File: config.mk
export PLATFORM = sky130hd
export DESIGN_NAME = object_dictionary_table
export DESIGN_NICKNAME = d
export VERILOG_FILES = /design/src/rtl/od_pkg.sv /design/src/rtl/object_dictionary_table.sv /design/src/rtl/od_ram.sv
export SDC_FILE = /design/constraint.sdc
export NUM_CORES = 2
export LEC_CHECK = 0
export BUFFER_PORTS_ARGS = -buffer_cell sky130_fd_sc_hd__buf_2
export CAP_MARGIN = 10
export CORE_ASPECT_RATIO = 1.2
export CORE_MARGIN = 3
export CORE_UTILIZATION = 48
export CTS_CLUSTER_SIZE = 30
export DETAILED_ROUTE_END_ITERATION = 8
export GPL_TIMING_DRIVEN = 0
export PLACE_DENSITY_LB_ADDON = 0.15
export RECOVER_POWER = 25
export SLEW_MARGIN = 20
export SYNTH_ARGS = -nofsm -noshare
export SYNTH_HDL_FRONTEND = slang
export SYNTH_MEMORY_MAX_BITS = 65536
export SYNTH_SLANG_ARGS = --single-unit
File: constraint.sdc
create_clock -name clk -period 12.9 [get_ports clk]
set_input_delay 2.58 -clock clk [delete_from_list [all_inputs] [get_ports clk]]
set_output_delay 2.58 -clock clk [all_outputs]
set_load 0.1 [all_outputs]
File: src/rtl/od_pkg.sv
// Shared types and codes of the object dictionary table.
package od_pkg;

  typedef enum logic [1:0] {
    CMD_LOAD  = 2'd0,
    CMD_READ  = 2'd1,
    CMD_WRITE = 2'd2,
    CMD_NONE  = 2'd3
  } cmd_t;

  typedef enum logic [2:0] {
    STAT_OK        = 3'd0,
    STAT_NOT_FOUND = 3'd1,
    STAT_READ_WO   = 3'd2,
    STAT_WRITE_RO  = 3'd3,
    STAT_FULL      = 3'd4
  } status_t;

  localparam logic [1:0] ACC_RO    = 2'd0;
  localparam logic [1:0] ACC_WO    = 2'd1;
  localparam logic [1:0] ACC_RW    = 2'd2;
  localparam logic [1:0] ACC_CONST = 2'd3;

  localparam int KEY_W  = 24;
  localparam int ATTR_W = 18;
  localparam int ENTRY_W = KEY_W + ATTR_W;

  typedef struct packed {
    logic [1:0]  cmd;
    logic [15:0] obj_index;
    logic [7:0]  obj_sub_index;
    logic [31:0] value;
    logic [1:0]  access_kind_in;
    logic [15:0] data_kind_in;
  } req_word_t;

  typedef struct packed {
    logic [2:0]  status;
    logic [31:0] read_value;
    logic [1:0]  access_kind;
    logic [15:0] data_kind;
    logic [7:0]  bit_length;
  } rsp_word_t;

endpackage

File: src/rtl/object_dictionary_table.sv
// Object dictionary table: entry memories, linear search sequencer and reply register.
// A load or an unused command goes from the idle state to the reply state, and from there
// reaches the rsp register once that register is not held by a stall. A read or write runs
// two linear searches over the loaded entries, one entry per cycle, then ends in the reply state.
// One word at a time: the next is taken the cycle after the reply is registered, even if it waits.
// Reset (rst, synchronous) clears the entry count and the control state; the RAMs keep
// their contents, and only entries below the count are ever searched.
module object_dictionary_table
  import od_pkg::*;
#(
  parameter int MAX_ENTRIES = 64
) (
  input  logic      clk,
  input  logic      rst,
  input  logic      req_valid,
  output logic      req_stall,
  input  req_word_t req,
  output logic      rsp_valid,
  input  logic      rsp_stall,
  output rsp_word_t rsp
);

  localparam int AW = $clog2(MAX_ENTRIES);
  localparam int CW = $clog2(MAX_ENTRIES + 1);

  typedef enum logic [5:0] {
    S_IDLE      = 6'b000001,
    S_SCAN_OBJ  = 6'b000010,
    S_OBJ_VAL   = 6'b000100,
    S_SCAN_TYPE = 6'b001000,
    S_TYPE_VAL  = 6'b010000,
    S_REPLY     = 6'b100000
  } state_t;

  state_t state, state_next;

  // Entry count and the scan pointers. ptr is the next slot to read; cmp_addr is the
  // slot whose entry sits on the RAM output when cmp_vld is set.
  logic [CW-1:0] count;
  logic [CW-1:0] ptr;
  logic          cmp_vld;
  logic [AW-1:0] cmp_addr;

  // Captured request and what the object search found.
  req_word_t          req_q;
  logic [KEY_W-1:0]   search_key;
  logic [AW-1:0]      slot;
  logic [1:0]         obj_acc;
  logic [15:0]        obj_dk;
  logic [31:0]        obj_val;
  rsp_word_t          res;

  logic               req_take;
  logic               load_ok;
  logic               full;

  // Memory ports.
  logic [ENTRY_W-1:0] ent_rdata;
  logic [31:0]        val_rdata;
  logic               val_we;
  logic [AW-1:0]      val_waddr;
  logic [31:0]        val_wdata;
  logic               wb_en;

  logic               hit;
  logic               more;
  logic [7:0]         type_bits;
  rsp_word_t          fin;

  assign req_stall = (state != S_IDLE);
  assign req_take  = req_valid && !req_stall;
  assign full      = (count == CW'(MAX_ENTRIES));
  assign load_ok   = req_take && (req.cmd == CMD_LOAD) && !full;

  // Key and attributes share one entry RAM; the value lives in a second RAM so that
  // a write can update it without touching the key.
  od_ram #(.WIDTH(ENTRY_W), .DEPTH(MAX_ENTRIES)) u_entry_ram (
    .clk   (clk),
    .we    (load_ok),
    .waddr (count[AW-1:0]),
    .wdata ({req.obj_index, req.obj_sub_index, req.access_kind_in, req.data_kind_in}),
    .raddr (ptr[AW-1:0]),
    .rdata (ent_rdata)
  );

  od_ram #(.WIDTH(32), .DEPTH(MAX_ENTRIES)) u_value_ram (
    .clk   (clk),
    .we    (val_we),
    .waddr (val_waddr),
    .wdata (val_wdata),
    .raddr (cmp_addr),
    .rdata (val_rdata)
  );

  // A write-back happens only at the very end of a write, after its value reads, so
  // no read of the same slot can overlap it.
  assign val_we    = load_ok || wb_en;
  assign val_waddr = load_ok ? count[AW-1:0] : slot;
  assign val_wdata = load_ok ? req.value : req_q.value;

  assign hit  = cmp_vld && (ent_rdata[ENTRY_W-1:ATTR_W] == search_key);
  assign more = (ptr < count);

  // The type length saturates at 255 and is zero when no type entry exists.
  always_comb begin
    if (state == S_TYPE_VAL) begin
      type_bits = (val_rdata > 32'd255) ? 8'd255 : val_rdata[7:0];
    end else begin
      type_bits = 8'd0;
    end
  end

  // Final reply of a read or write once the type search is over.
  always_comb begin
    fin             = '0;
    fin.access_kind = obj_acc;
    fin.data_kind   = obj_dk;
    fin.bit_length  = type_bits;
    fin.status      = STAT_OK;
    wb_en           = 1'b0;
    if (req_q.cmd == CMD_READ) begin
      if (obj_acc == ACC_WO) begin
        fin.status = STAT_READ_WO;
      end else begin
        fin.read_value = obj_val;
      end
    end else begin
      if ((obj_acc == ACC_WO) || (obj_acc == ACC_RW)) begin
        wb_en = (state == S_TYPE_VAL) || ((state == S_SCAN_TYPE) && !hit && !more && !cmp_vld);
      end else begin
        fin.status = STAT_WRITE_RO;
      end
    end
  end

  always_comb begin
    state_next = state;
    unique case (state)
      S_IDLE: begin
        if (req_take) begin
          state_next = (req.cmd == CMD_READ || req.cmd == CMD_WRITE) ? S_SCAN_OBJ : S_REPLY;
        end
      end
      S_SCAN_OBJ: begin
        if (hit) begin
          state_next = S_OBJ_VAL;
        end else if (!more && !cmp_vld) begin
          state_next = S_REPLY;
        end
      end
      S_OBJ_VAL: begin
        state_next = S_SCAN_TYPE;
      end
      S_SCAN_TYPE: begin
        if (hit) begin
          state_next = S_TYPE_VAL;
        end else if (!more && !cmp_vld) begin
          state_next = S_REPLY;
        end
      end
      S_TYPE_VAL: begin
        state_next = S_REPLY;
      end
      S_REPLY: begin
        if (!rsp_valid || !rsp_stall) begin
          state_next = S_IDLE;
        end
      end
      default: state_next = S_IDLE;
    endcase
  end

  always_ff @(posedge clk) begin
    if (rst) begin
      state     <= S_IDLE;
      count     <= '0;
      ptr       <= '0;
      cmp_vld   <= 1'b0;
      rsp_valid <= 1'b0;
    end else begin
      state <= state_next;
      if (load_ok) begin
        count <= count + CW'(1);
      end

      // Shared scan step: one RAM read issued and one compare made per cycle.
      if (state == S_SCAN_OBJ || state == S_SCAN_TYPE) begin
        if (hit) begin
          cmp_vld <= 1'b0;
        end else if (more) begin
          ptr     <= ptr + CW'(1);
          cmp_vld <= 1'b1;
        end else begin
          cmp_vld <= 1'b0;
        end
      end else begin
        ptr     <= '0;
        cmp_vld <= 1'b0;
      end

      if (state == S_REPLY && (!rsp_valid || !rsp_stall)) begin
        rsp_valid <= 1'b1;
      end else if (!rsp_stall) begin
        rsp_valid <= 1'b0;
      end
    end
  end

  // Payload registers.
  always_ff @(posedge clk) begin
    if (req_take) begin
      req_q      <= req;
      search_key <= {req.obj_index, req.obj_sub_index};
      if (req.cmd == CMD_LOAD && full) begin
        res <= '{status: STAT_FULL, default: '0};
      end else begin
        res <= '0;
      end
    end

    if ((state == S_SCAN_OBJ || state == S_SCAN_TYPE) && !hit && more) begin
      cmp_addr <= ptr[AW-1:0];
    end

    if (state == S_SCAN_OBJ) begin
      if (hit) begin
        slot    <= cmp_addr;
        obj_acc <= ent_rdata[ATTR_W-1:16];
        obj_dk  <= ent_rdata[15:0];
      end else if (!more && !cmp_vld) begin
        res <= '{status: STAT_NOT_FOUND, default: '0};
      end
    end

    if (state == S_OBJ_VAL) begin
      obj_val    <= val_rdata;
      search_key <= {obj_dk, 8'h00};
    end

    if ((state == S_SCAN_TYPE && !hit && !more && !cmp_vld) || state == S_TYPE_VAL) begin
      res <= fin;
    end

    if (state == S_REPLY && (!rsp_valid || !rsp_stall)) begin
      rsp <= res;
    end
  end

  a_count_bound: assert property (@(posedge clk) disable iff (rst)
    count <= CW'(MAX_ENTRIES))
    else $error("entry count beyond table size");

  a_load_counts: assert property (@(posedge clk) disable iff (rst)
    load_ok |=> (count == $past(count) + CW'(1)))
    else $error("load did not advance the entry count");

  a_cmp_in_range: assert property (@(posedge clk) disable iff (rst)
    cmp_vld |-> (CW'(cmp_addr) < count))
    else $error("compare on an entry that was never loaded");

  a_wo_no_data: assert property (@(posedge clk) disable iff (rst)
    (rsp_valid && rsp.status == STAT_READ_WO) |-> (rsp.read_value == 32'd0))
    else $error("write-only entry returned data");

  a_wb_in_type_phase: assert property (@(posedge clk) disable iff (rst)
    wb_en |-> (req_q.cmd == CMD_WRITE && (state == S_TYPE_VAL || state == S_SCAN_TYPE)))
    else $error("value write-back outside a write");

endmodule

File: src/rtl/od_ram.sv
// Generic single-write, single-read RAM with registered read data.
module od_ram #(
  parameter int WIDTH = 32,
  parameter int DEPTH = 64
) (
  input  logic                     clk,
  input  logic                     we,
  input  logic [$clog2(DEPTH)-1:0] waddr,
  input  logic [WIDTH-1:0]         wdata,
  input  logic [$clog2(DEPTH)-1:0] raddr,
  output logic [WIDTH-1:0]         rdata
);

  logic [WIDTH-1:0] mem [DEPTH];

  always_ff @(posedge clk) begin
    if (we) begin
      mem[waddr] <= wdata;
    end
    rdata <= mem[raddr];
  end

endmodule

==> run metrics <==
syn avg cell area=23.1 µm²; critical path arrival=6.37 ns; Post-CTS Setup Repair Bufs=0; Final Hold Viols=0; post-route ant nets=0; worst setup path class=in2reg; min Tclk post-route=5.71 ns; Seq/Total Area, Yosys=0.787; largest net degree at the start of global routing=66; clock tree from TritonCTS=yes; failing checks=capacitance limit, slew limit; # hold bufs at CTS=0; maximum clock rate=175 MHz; GPL Wtd Cong=0.911; Worst-path clk slew=0.06 ns; WP data required=13.56 ns; EDFF count, synth=4,909; routed len/inst=40.8 µm; setup_tns=0 ns; Final Max Slew Viols=2,649; commonest non-fill, non-tap cells in the layout=4,909 x edfxtp_1, 1,301 x mux4_2, 488 x clkbuf_16; Vias=97,800; Rows=253; critical-path maximum fanout=8; global route overflow=0; DR vias/cell=6.45; DRC=0; die area=0.407 mm²; die height=698 µm; DR pass1 iterations=9; RSZ-0062 raised after global routing=no; clock root cell=clkbuf_16; CORE AREA=0.397 mm²; critical path cell sequence=clkbuf_1 -> inv_1 -> ha_1 -> nand3_2 -> a32oi_1 -> nand2_1 -> nor3_2 -> buf_4 -> buf_4 -> buf_4 -> buf_4 -> buf_4 -> buf_4; final wirelength=619 mm; commonest non-fill, non-tap cell in the layout=edfxtp_1; fraction of layout cells with a size suffix above 1=0.318; Post-Syn Area=0.192 mm²; FF+latch count, synth=5,074; initial drt markers=13,200; die width=583 µm; Max clock buf depth=4; Setup-failing EPs final=0; yosys warns=0; syn_nets=8,378; Async SR Flop Fraction=0; Max H-tree Level=5; post-cts sizing count=0; Synth Instances=8,287; outcome=complete, but fails checks; Max IR drop VDD=0.000126 V; Hold WC Path Type=reg2reg; Main synth FF type=edfxtp_1; CP max stage cell=nor3_2; Max-Cap Viols=42; crit path launch type=input port; first-pass GRT wire length=833 mm; Worst-Skew Late Latency=1.07 ns; Net count, final=9,613; All-Layer GR Usage=0.303; worst clock skew=0.113 ns; cell family with most CP delay=buffers and inverters; Initial Utilization=0.483; dpl hpwl=444 mm; number of global-route vias before repair=97,500; Yosys cell types=68; Fill cells=29,100; Slew headroom=-1.52; pwr dens=150 mW/mm²; worst slew pin tran=3.78 ns; total CTS buffers=480; Sink Count=5,074; WP buf/inv=8; CP Capture Type=flip-flop; port bufs=142; initial antenna violation count=26; Crit path top cell by count=buf_4; I/O pin count=143; final period utilization=0.442; max incr delay on CP=0.58 ns; area grow syn2layout=16.8%; Final Util=0.564; P_leak=69.7 nW
layer usage:
layer | track usage | part of all wire
met1 | 0.365 | 0.34
met2 | 0.503 | 0.49
met3 | 0.0567 | 0.086
met4 | 0.192 | 0.081
met5 | 0 | 0.00021
final timing paths:
path                              start                      end  slack [ns]  cells after the start
setup / recovery                req[74]  u_value_ram.mem[23][29]        7.19                     13
setup reg to reg               count[5]  u_value_ram.mem[23][29]        7.67                     16
hold reg to reg   u_value_ram.rdata[22]              obj_val[22]        0.38                      0
hold / removal    u_value_ram.rdata[22]              obj_val[22]        0.38                      0
cell usage after synthesis (34+ instances only):
library cell | count | area, µm²
clkbuf_1 | 174 | 653
mux4_2 | 1301 | 29300
a22oi_1 | 43 | 323
a22o_1 | 73 | 639
dfxtp_1 | 165 | 3300
buf_2 | 175 | 876
o21ai_0 | 34 | 170
nor3_1 | 91 | 455
a21oi_1 | 104 | 521
nor2b_1 | 67 | 419
mux2i_1 | 206 | 2060
a211oi_1 | 67 | 503
edfxtp_1 | 4909 | 147000
buf_1 | 76 | 285
nand2_1 | 206 | 773
nor2_1 | 198 | 743
o22ai_1 | 57 | 357
cell families (layout without fill, tap and decap cells):
group / Yosys count / count (layout) / synth area share
multiplexers: 1529 / 1529 / 0.165
XOR/XNOR: 32 / 32 / 0.00146
other: 0 / 13 / 0
AND/OR/NAND/NOR: 667 / 667 / 0.0159
AO/OA/AOI/OAI: 511 / 511 / 0.0192
adder cells (fa/ha/maj): 11 / 11 / 0.000719
flip-flops: 5074 / 5074 / 0.787
buffers and inverters: 463 / 2093 / 0.0107
area by class of cell:
cell class	instances	area, µm²	area share
flip-flops and latches	5074	151000	0.673
multi-input cells	2750	39900	0.178
clock buffers	592	12800	0.0570
repair buffers	753	9040	0.0404
well taps	5227	6540	0.0292
clock inverters	285	2670	0.0119
plain buffers	445	2080	0.00928
inverters	18	67.6	0.000302
diodes	13	32.5	0.000145
sequential cells by signal, summed over array words and instances, names as in the netlist:
| signal | flops |
|---|---|
| u_entry_ram.mem | 2688 |
| obj_val | 32 |
| count | 7 |
| state | 6 |
| rsp | 61 |
| obj_acc | 2 |
| u_value_ram.mem | 2048 |
| cmp_vld | 1 |
| rsp_valid | 1 |
| res | 61 |
| u_value_ram.rdata | 32 |
| ptr | 7 |
| obj_dk | 16 |
| search_key | 24 |
| req_q | 34 |
| slot | 6 |
| cmp_addr | 6 |
| u_entry_ram.rdata | 42 |
power breakdown:
group	total [mW]	switching [mW]	leakage [nW]	internal [mW]
clock	14.0	6.21	7.56	7.79
combinational	1.13	0.941	16.6	0.192
sequential	18.5	0.0301	45.5	18.4
per-stage QoR:
| stage | total power [mW] | area (µm²) | setup slack, ns | hold WS, ns | cells |
|---|---|---|---|---|---|
| 3_3_place_gp | 19.8 | 199000 | 1.25 | 0.390 | 13700 |
| 3_5_place_dp | 19.9 | 209000 | 6.45 | 0.389 | 14300 |
| 2_1_floorplan | 19.2 | 192000 | 6.54 | 0.386 | 8287 |
| 5_1_grt | 34.4 | 224000 | 7.20 | 0.411 | 15100 |
| 4_1_cts | 33.7 | 224000 | 7.49 | 0.387 | 15100 |
| 6_report | 33.6 | 224000 | 7.19 | 0.382 | 15200 |
No activity file was read; power rests on OpenSTA's default activity.
